## src/hw/rtl/aepp_pkg.sv

```systemverilog
// Shared constants and types for the audio PES packetizer.
`timescale 1ns / 1ps
package aepp_pkg;

    localparam int unsigned CFG_W      = 48;
    localparam int unsigned CFG_IDX_W  = 3;
    localparam int unsigned SPF_W      = 16;
    localparam int unsigned RATE_W     = 18;
    localparam int unsigned FSZ_W      = 16;
    localparam int unsigned OFS_W      = 33;
    localparam int unsigned PTS_W      = 48;
    localparam int unsigned CNT_W      = 32;
    localparam int unsigned TICK_W     = 17;
    localparam int unsigned PROD_W     = CNT_W + SPF_W;
    localparam int unsigned SCALED_W   = PROD_W + TICK_W + 1;

    localparam logic [TICK_W-1:0] TICKS   = TICK_W'(90000);
    localparam logic [PTS_W-1:0]  PTS_MAX = {PTS_W{1'b1}};

    // Configuration register indexes
    typedef enum logic [CFG_IDX_W-1:0] {
        REG_SPF    = 3'd0,
        REG_RATE   = 3'd1,
        REG_FSZ    = 3'd2,
        REG_OFFSET = 3'd3,
        REG_LIMIT  = 3'd4,
        REG_SID    = 3'd5
    } t_reg_idx;

    // Request to the PTS unit
    typedef struct packed {
        logic                start;
        logic [CNT_W-1:0]    count;
        logic [SPF_W-1:0]    spf;
        logic [RATE_W-1:0]   rate;
        logic [OFS_W-1:0]    offset;
    } t_pts_req;

    // Answer from the PTS unit
    typedef struct packed {
        logic                done;
        logic [PTS_W-1:0]    pts;
    } t_pts_rsp;

endpackage

```

## src/hw/rtl/aepp_pts_unit.sv

```systemverilog
// Iterative PTS step unit: offset + floor(count * spf * 90000 / rate), saturated.
`timescale 1ns / 1ps
module aepp_pts_unit
    import aepp_pkg::*;
(
    input  logic     i_clk,
    input  logic     i_rst_n,
    input  t_pts_req i_req,
    output t_pts_rsp o_rsp
);

    typedef enum logic [2:0] {
        S_IDLE,
        S_MUL,
        S_SCALE,
        S_DIV,
        S_SUM
    } t_state;

    t_state                r_state;
    logic [6:0]            r_cnt;
    logic [CNT_W-1:0]      r_k;
    logic [SPF_W-1:0]      r_spf;
    logic [RATE_W-1:0]     r_div;
    logic [OFS_W-1:0]      r_ofs;
    logic [PROD_W-1:0]     r_a;
    logic [SCALED_W-1:0]   r_acc;
    logic [RATE_W-1:0]     r_rem;
    logic                  r_done;
    logic [PTS_W-1:0]      r_pts;

    logic [RATE_W:0]       rem2;
    logic                  ge;
    logic [SCALED_W:0]     sum;

    // Restoring division step and final offset add
    assign rem2 = {r_rem, r_acc[SCALED_W-1]};
    assign ge   = (rem2 >= {1'b0, r_div});
    assign sum  = {1'b0, r_acc} + (SCALED_W+1)'(r_ofs);

    // Sequence multiply, constant scale, divide and sum
    always_ff @(posedge i_clk) begin
        if (!i_rst_n) begin
            r_state <= S_IDLE;
            r_done  <= 1'b0;
            r_cnt   <= '0;
        end else begin
            r_done <= 1'b0;
            case (r_state)
                S_IDLE: begin
                    if (i_req.start) begin
                        r_k     <= i_req.count;
                        r_spf   <= i_req.spf;
                        r_div   <= (i_req.rate == '0) ? RATE_W'(1) : i_req.rate;
                        r_ofs   <= i_req.offset;
                        r_state <= S_MUL;
                    end
                end
                S_MUL: begin
                    r_a     <= PROD_W'(r_k) * PROD_W'(r_spf);
                    r_acc   <= '0;
                    r_cnt   <= 7'(TICK_W - 1);
                    r_state <= S_SCALE;
                end
                S_SCALE: begin
                    r_acc <= {r_acc[SCALED_W-2:0], 1'b0}
                           + (TICKS[r_cnt[4:0]] ? SCALED_W'(r_a) : '0);
                    if (r_cnt == '0) begin
                        r_cnt   <= 7'(SCALED_W - 1);
                        r_rem   <= '0;
                        r_state <= S_DIV;
                    end else begin
                        r_cnt <= r_cnt - 7'd1;
                    end
                end
                S_DIV: begin
                    r_rem <= ge ? RATE_W'(rem2 - {1'b0, r_div}) : rem2[RATE_W-1:0];
                    r_acc <= {r_acc[SCALED_W-2:0], ge};
                    if (r_cnt == '0) begin
                        r_state <= S_SUM;
                    end else begin
                        r_cnt <= r_cnt - 7'd1;
                    end
                end
                S_SUM: begin
                    r_pts   <= (sum[SCALED_W:PTS_W] != '0) ? PTS_MAX : sum[PTS_W-1:0];
                    r_done  <= 1'b1;
                    r_state <= S_IDLE;
                end
                default: r_state <= S_IDLE;
            endcase
        end
    end

    assign o_rsp.done = r_done;
    assign o_rsp.pts  = r_pts;

endmodule

```

## src/hw/rtl/audio_es_to_pes_packetizer.sv

```systemverilog
// Top level: audio elementary stream to PES packetizer (MPEG audio / AC-3).
// A frame byte reaches the output register in the cycle after it is taken; the next one
// waits until that register is empty. The third byte starts the PTS unit (multiply, 17
// scale steps, 66 divide steps, sum); then the 17 header, held and third bytes leave one
// per cycle unless stalled; input stall stays high while the header is built and sent.
// Synchronous active-low reset returns to sync hunting and loads default registers.
`timescale 1ns / 1ps
module audio_es_to_pes_packetizer
    import aepp_pkg::*;
(
    input  logic                 i_clk,
    input  logic                 i_rst_n,
    input  logic                 i_cfg_we,
    input  logic [CFG_IDX_W-1:0] i_cfg_idx,
    input  logic [CFG_W-1:0]     i_cfg_data,
    input  logic                 i_valid,
    output logic                 o_stall,
    input  logic [7:0]           i_in_byte,
    output logic                 o_valid,
    input  logic                 i_stall,
    output logic [7:0]           o_out_byte,
    output logic                 o_packet_end,
    output logic                 o_sync_error
);

    typedef enum logic [3:0] {
        PH_HUNT0,
        PH_HUNT1,
        PH_THIRD,
        PH_CALC,
        PH_HDR,
        PH_BODY,
        PH_PAD,
        PH_NEXT0,
        PH_NEXT1,
        PH_STOP
    } t_phase;

    // Configuration registers
    logic [SPF_W-1:0]  r_spf;
    logic [RATE_W-1:0] r_rate;
    logic [FSZ_W-1:0]  r_fsz;
    logic [OFS_W-1:0]  r_ofs;
    logic [PTS_W-1:0]  r_limit;
    logic [7:0]        r_sid_cfg;

    // Datapath state
    t_phase            r_phase;
    logic              r_mpeg;
    logic [15:0]       r_held;
    logic [15:0]       r_pos;
    logic [2:0]        r_pad;
    logic [CNT_W-1:0]  r_fcnt;
    logic [PTS_W-1:0]  r_pts;
    logic [4:0]        r_hidx;
    logic              r_last_end;
    logic [7:0]        r_b2;
    logic [7:0]        r_sid;
    logic [15:0]       r_len;
    logic [OFS_W-1:0]  r_t;

    // Output register
    logic              r_ov;
    logic [7:0]        r_ob;
    logic              r_oe;
    logic              r_oerr;

    t_pts_req          pts_req;
    t_pts_rsp          pts_rsp;

    logic              in_acc;
    logic              out_free;
    logic              sync_mp;
    logic              sync_ac;
    logic [FSZ_W-1:0]  fsz;
    logic [2:0]        pad_new;
    logic [7:0]        hdr_byte;
    logic              limit_hit;

    assign out_free = !r_ov || !i_stall;
    assign o_stall  = !((r_phase == PH_STOP) ||
                        (!r_ov && r_phase != PH_CALC && r_phase != PH_HDR));
    assign in_acc   = i_valid && !o_stall;

    assign sync_mp  = (r_held[7:0] == 8'hFF) && (i_in_byte[7:5] == 3'h7);
    assign sync_ac  = (r_held[7:0] == 8'h0B) && (i_in_byte == 8'h77);
    assign fsz      = (r_fsz < FSZ_W'(3)) ? FSZ_W'(3) : r_fsz;
    assign pad_new  = (r_mpeg && i_in_byte[1]) ? ((r_held[2:1] == 2'b11) ? 3'd4 : 3'd1)
                                               : 3'd0;
    assign limit_hit = (r_limit != '0) && (r_pts >= r_limit);

    // Request a new PTS when the third frame byte is taken
    assign pts_req.start  = in_acc && (r_phase == PH_THIRD);
    assign pts_req.count  = r_fcnt + CNT_W'(1);
    assign pts_req.spf    = r_spf;
    assign pts_req.rate   = r_rate;
    assign pts_req.offset = r_ofs;

    aepp_pts_unit u_pts (
        .i_clk   (i_clk),
        .i_rst_n (i_rst_n),
        .i_req   (pts_req),
        .o_rsp   (pts_rsp)
    );

    // Select header byte by position
    always_comb begin
        case (r_hidx)
            5'd0:    hdr_byte = 8'h00;
            5'd1:    hdr_byte = 8'h00;
            5'd2:    hdr_byte = 8'h01;
            5'd3:    hdr_byte = r_sid;
            5'd4:    hdr_byte = r_len[15:8];
            5'd5:    hdr_byte = r_len[7:0];
            5'd6:    hdr_byte = 8'h81;
            5'd7:    hdr_byte = 8'h80;
            5'd8:    hdr_byte = 8'h05;
            5'd9:    hdr_byte = {4'h2, r_t[32:30], 1'b1};
            5'd10:   hdr_byte = r_t[29:22];
            5'd11:   hdr_byte = {r_t[21:15], 1'b1};
            5'd12:   hdr_byte = r_t[14:7];
            5'd13:   hdr_byte = {r_t[6:0], 1'b1};
            5'd14:   hdr_byte = r_held[15:8];
            5'd15:   hdr_byte = r_held[7:0];
            default: hdr_byte = r_b2;
        endcase
    end

    // Write configuration registers
    always_ff @(posedge i_clk) begin
        if (!i_rst_n) begin
            r_spf     <= SPF_W'(1152);
            r_rate    <= RATE_W'(48000);
            r_fsz     <= FSZ_W'(768);
            r_ofs     <= '0;
            r_limit   <= '0;
            r_sid_cfg <= 8'd192;
        end else if (i_cfg_we) begin
            case (i_cfg_idx)
                REG_SPF:    r_spf     <= i_cfg_data[SPF_W-1:0];
                REG_RATE:   r_rate    <= i_cfg_data[RATE_W-1:0];
                REG_FSZ:    r_fsz     <= i_cfg_data[FSZ_W-1:0];
                REG_OFFSET: r_ofs     <= i_cfg_data[OFS_W-1:0];
                REG_LIMIT:  r_limit   <= i_cfg_data[PTS_W-1:0];
                REG_SID:    r_sid_cfg <= i_cfg_data[7:0];
                default:    ;
            endcase
        end
    end

    // Sequence frames and drive the output register
    always_ff @(posedge i_clk) begin
        if (!i_rst_n) begin
            r_phase <= PH_HUNT0;
            r_mpeg  <= 1'b0;
            r_held  <= '0;
            r_pos   <= '0;
            r_pad   <= '0;
            r_fcnt  <= '0;
            r_pts   <= '0;
            r_hidx  <= '0;
            r_ov    <= 1'b0;
        end else begin
            if (r_ov && !i_stall) begin
                r_ov <= 1'b0;
            end
            case (r_phase)
                PH_HUNT0, PH_NEXT0: begin
                    if (in_acc) begin
                        r_held  <= {8'h00, i_in_byte};
                        r_phase <= (r_phase == PH_HUNT0) ? PH_HUNT1 : PH_NEXT1;
                    end
                end
                PH_HUNT1: begin
                    if (in_acc) begin
                        if (sync_mp || sync_ac) begin
                            r_mpeg  <= sync_mp;
                            r_held  <= {r_held[7:0], i_in_byte};
                            r_pts   <= PTS_W'(r_ofs);
                            r_phase <= PH_THIRD;
                        end else begin
                            r_held <= {8'h00, i_in_byte};
                        end
                    end
                end
                PH_NEXT1: begin
                    if (in_acc) begin
                        if (r_mpeg ? sync_mp : sync_ac) begin
                            r_held  <= {r_held[7:0], i_in_byte};
                            r_phase <= PH_THIRD;
                        end else begin
                            r_ov    <= 1'b1;
                            r_ob    <= 8'h00;
                            r_oe    <= 1'b0;
                            r_oerr  <= 1'b1;
                            r_phase <= PH_STOP;
                        end
                    end
                end
                PH_THIRD: begin
                    if (in_acc) begin
                        r_pad      <= pad_new;
                        r_b2       <= i_in_byte;
                        r_sid      <= r_sid_cfg;
                        r_len      <= fsz + 16'd8 + 16'(pad_new);
                        r_t        <= r_pts[OFS_W-1:0];
                        r_pos      <= fsz - FSZ_W'(3);
                        r_last_end <= (fsz == FSZ_W'(3)) && (pad_new == 3'd0);
                        r_fcnt     <= r_fcnt + CNT_W'(1);
                        r_hidx     <= '0;
                        r_phase    <= PH_CALC;
                    end
                end
                PH_CALC: begin
                    if (pts_rsp.done) begin
                        r_pts   <= pts_rsp.pts;
                        r_phase <= PH_HDR;
                    end
                end
                PH_HDR: begin
                    if (out_free) begin
                        r_ov   <= 1'b1;
                        r_ob   <= hdr_byte;
                        r_oerr <= 1'b0;
                        r_oe   <= (r_hidx == 5'd16) && r_last_end;
                        r_hidx <= r_hidx + 5'd1;
                        if (r_hidx == 5'd16) begin
                            if (r_pos != '0) begin
                                r_phase <= PH_BODY;
                            end else if (r_pad != '0) begin
                                r_phase <= PH_PAD;
                            end else begin
                                r_phase <= limit_hit ? PH_STOP : PH_NEXT0;
                            end
                        end
                    end
                end
                PH_BODY: begin
                    if (in_acc) begin
                        r_pos  <= r_pos - 16'd1;
                        r_ov   <= 1'b1;
                        r_ob   <= i_in_byte;
                        r_oerr <= 1'b0;
                        r_oe   <= (r_pos == 16'd1) && (r_pad == '0);
                        if (r_pos == 16'd1) begin
                            if (r_pad != '0) begin
                                r_phase <= PH_PAD;
                            end else begin
                                r_phase <= limit_hit ? PH_STOP : PH_NEXT0;
                            end
                        end
                    end
                end
                PH_PAD: begin
                    if (in_acc) begin
                        r_pad  <= r_pad - 3'd1;
                        r_ov   <= 1'b1;
                        r_ob   <= i_in_byte;
                        r_oerr <= 1'b0;
                        r_oe   <= (r_pad == 3'd1);
                        if (r_pad == 3'd1) begin
                            r_phase <= limit_hit ? PH_STOP : PH_NEXT0;
                        end
                    end
                end
                PH_STOP: ;
                default: r_phase <= PH_STOP;
            endcase
        end
    end

    assign o_valid      = r_ov;
    assign o_out_byte   = r_ob;
    assign o_packet_end = r_oe;
    assign o_sync_error = r_oerr;

    // A sync error never closes a packet
    a_err_not_end: assert property (@(posedge i_clk) disable iff (!i_rst_n)
        (r_ov && r_oerr) |-> !r_oe)
        else $error("sync error flagged together with packet end");

    // No input is taken while the header is computed or sent
    a_busy_stall: assert property (@(posedge i_clk) disable iff (!i_rst_n)
        (r_phase == PH_CALC || r_phase == PH_HDR) |-> o_stall)
        else $error("input taken during header build");

    // A PTS request only starts from the third frame byte
    a_calc_entry: assert property (@(posedge i_clk) disable iff (!i_rst_n)
        pts_req.start |=> (r_phase == PH_CALC))
        else $error("PTS request without header build");

endmodule

```

## config.mk

```make
export PLATFORM = sky130hd
export DESIGN_NAME = audio_es_to_pes_packetizer
export DESIGN_NICKNAME = d
export VERILOG_FILES = /design/src/hw/rtl/aepp_pkg.sv /design/src/hw/rtl/aepp_pts_unit.sv /design/src/hw/rtl/audio_es_to_pes_packetizer.sv
export SDC_FILE = /design/constraint.sdc
export NUM_CORES = 2
export LEC_CHECK = 0
export ABC_AREA = 0
export BUFFER_PORTS_ARGS = -buffer_cell sky130_fd_sc_hd__buf_2
export CORE_ASPECT_RATIO = 1.5
export CORE_MARGIN = 2
export CORE_UTILIZATION = 43
export DETAILED_ROUTE_END_ITERATION = 16
export GPL_TIMING_DRIVEN = 0
export PLACE_DENSITY = 0.69
export SETUP_SLACK_MARGIN = 0.2
export SYNTH_ARGS = -nofsm -noshare
export SYNTH_HDL_FRONTEND = slang
export SYNTH_SLANG_ARGS = --single-unit
```

## constraint.sdc

```tcl
create_clock -name i_clk -period 25.3 [get_ports i_clk]
set_clock_uncertainty 0.1 [all_clocks]
set_input_delay 3.795 -clock i_clk [delete_from_list [all_inputs] [get_ports i_clk]]
set_output_delay 3.795 -clock i_clk [all_outputs]
set_load 0.03 [all_outputs]
```

==> out/results.txt <==
CTS buffer count: 66
Buffers and inverters on the worst path: 11
# hold bufs at CTS: 0
Fin Setup TNS: 0 ns
Rel. slew slack: 2.62%
Gate Count Post-Synth: 5467
Synthesized area: 50100 um^2
Status: finished, final reports clean
WHS Endpoint: r_sid[6]$_DFFE_PP_
Register area share after synthesis: 32.3%
Warnings from Yosys: 0
Layout Nets: 6397
Total congestion overflow: 0
# IOs: 76
Worst hold path class: register to register
GRT Util Overall: 26.1%
Tightest Pin Transition: 1.46 ns
Multi-input gate area: 30600 um^2
Net count after synthesis: 6234
Largest net degree at the start of global routing: 67
Post-synthesis register bit count: 632
Post-synth EDFFs: 355
CP max stage delay: 0.93 ns
WS Path Type: input pin to register
CTS tree: done
Critical path's slowest cell: nor4_2
Core Region: 116000 um^2
Fill cell total of the finished layout: 10900
Clock latency on the worst-skew pair: 0.65 ns
Clock Root Buffer: clkbuf_16
Fin crit share: 32.3%
Yosys cell types: 85
R2R setup slack: 17.27 ns
Average cell area after synthesis: 9.17 um^2
Critical Path RT: 25.55 ns
Worst setup EP type: register
Commonest non-fill, non-tap cell in the layout: nand2_1
Sequential cell area: 16200 um^2
Primary FF master, synth: edfxtp_1
Number of global-route vias before repair: 41000
Critical R2R Launch: u_pts.r_spf[3]$_DFFE_PP_
Post_cts resized: 0
Hold Path Stages: 0
Setup Viol. Count Final: 0
Routed Antenna Nets: 0
Clock net sink count: 632
Most frequent CP cell: buf_4
Number of max-cap violations: 0
Synthesis-to-layout area growth: 9.50%
Row count: 153
Startpoint Class: input pin
First-pass GRT wire length: 236000 um
RSZ-0062 raised after global routing: no
Post-synth top area cell: edfxtp_1
IO buf count: 74
Async set or reset register ratio after synthesis: 0%
Iter 0 DRT Violations: 2769
Setup repair bufs after CTS: 0
DRC: 0
Final HPWL DP: 124000 um
Initial antenna violation count: 4
Min cycle time layout: 8.17 ns
Final hold vios: 0
Final Max Tran Viols: 0
Commonest non-fill, non-tap cells in the layout: nand2_1 (866), inv_1 (603), fa_1 (421), edfxtp_1 (355), and2_1 (303)
Initial Utilization: 43.3%
Die ar.: 119000 um^2
Critical Path, Cell by Cell: buf_2 > nand2_1 > nor3_1 > nand2_1 > clkbuf_1 > nor4_2 > buf_4 > buf_4 > buf_4 > buf_4 > buf_4 > buf_4 > buf_4 > buf_4 > buf_4
Arr. time, crit path: 8.42 ns
Die Wd: 283 um
Vias/cell: 5.56
Worst Reg-to-Reg Cells: 22
CTS H-Tree Depth: 3
Worst R2R End: u_pts.r_a[42]$_DFFE_PP_
Height of the die: 422 um
CP Max Fanout: 10
Cell family with most CP delay: buffers and inverters
Routed wire length: 155000 um
Max clock buf depth: 3
Top-area cell type share of the netlist area: 21.3%
WL per Instance: 21.5 um
Final GP Congestion: 0.979
Synth top area cells: edfxtp_1 (21%), fa_1 (17%), dfxtp_1 (11%)
CP Depth: 15
Via count: 40200
Drt pass-1 iters: 8
Share of layout cells above drive strength 1: 4.75%
Worst-path clk slew: 0.07 ns
Hold Path Origin: r_sid_cfg[6]$_SDFFE_PN1P_
FMAX: 122 MHz
[registers in the layout (all words and copies together), names as in the netlist, 32 cells and up, named ones only]
register and flops:
u_pts.r_pts 48, r_pts 48, r_ofs 33, r_limit 48, u_pts.r_ofs 33, u_pts.r_acc 66, u_pts.r_k 32, u_pts.r_a 48
r_fcnt 32, r_t 33
[synth_stat cells (all sizes together) (150+ instances only)]
master and instances:
nand2 867, inv 603, fa 421, edfxtp 355, and2 304, ha 282, dfxtp 277, nor2 275
clkbuf 266, a21oi 238, a21boi 162, nand3 157, o21ai 150
[worst max path at each step]
stage                     startpoint                           end  slack [ns]
final                        i_valid       u_pts.r_k[29]$_DFFE_PP_       17.13
after global placement       i_valid       u_pts.r_k[30]$_DFFE_PP_        4.50
after CTS                    i_valid       u_pts.r_k[27]$_DFFE_PP_       17.12
after detailed placement     i_valid       u_pts.r_k[30]$_DFFE_PP_       16.37
after global routing         i_valid       u_pts.r_k[30]$_DFFE_PP_       16.87
after floorplan              i_valid  u_pts.r_div[0]$_SDFFCE_PN1P_       10.45
[layout make-up]
cell class	instances	share of cell area (%)
clock buffers	84	3.26
well taps	1550	3.53
flip-flops and latches	632	29.5
clock inverters	37	0.713
inverters	603	4.12
plain buffers	291	2.06
diodes	3	0.0137
repair buffers	95	1.08
multi-input cells	3941	55.7
[through the flow]
stage / utilization [%] / setup slack, ns / instances / area (um^2) / hold slack [ns]
2_1_floorplan: - / 10.45 / 5467 / 50100 / 0.308
3_3_place_gp: 45.3 / 4.50 / 7091 / 52400 / 0.314
3_5_place_dp: 45.5 / 16.37 / 7112 / 52700 / 0.318
4_1_cts: 47.4 / 17.12 / 7233 / 54900 / 0.330
5_1_grt: 47.4 / 16.87 / 7234 / 54900 / 0.340
6_report: 47.4 / 17.13 / 7236 / 54900 / 0.337
[cell families (layout without fill, tap and decap cells)]
group / Yosys count / after routing / synth area share [%]
simple gates: 1990 / 1990 / 18.8
compound gates: 954 / 954 / 12.9
buf+inv: 894 / 1110 / 6.77
fa+ha+maj: 703 / 703 / 23.8
flops: 632 / 632 / 32.3
xor+xnor: 214 / 214 / 3.74
mux: 80 / 80 / 1.60
other cells: 0 / 3 / 0
[metal layers]
layer / part of all wire, % / global-route usage [%] / up-vias
met4: 9.7 / 21.3 / 0
met2: 50 / 46.0 / 1397
li1: - / - / 18600
met1: 35 / 27.4 / 19700
met5: 0 / 0 / -
met3: 5.0 / 3.56 / 581
Power is not shown: default switching activity piles up to over one toggle a cycle in this logic, so the estimate is an artifact.
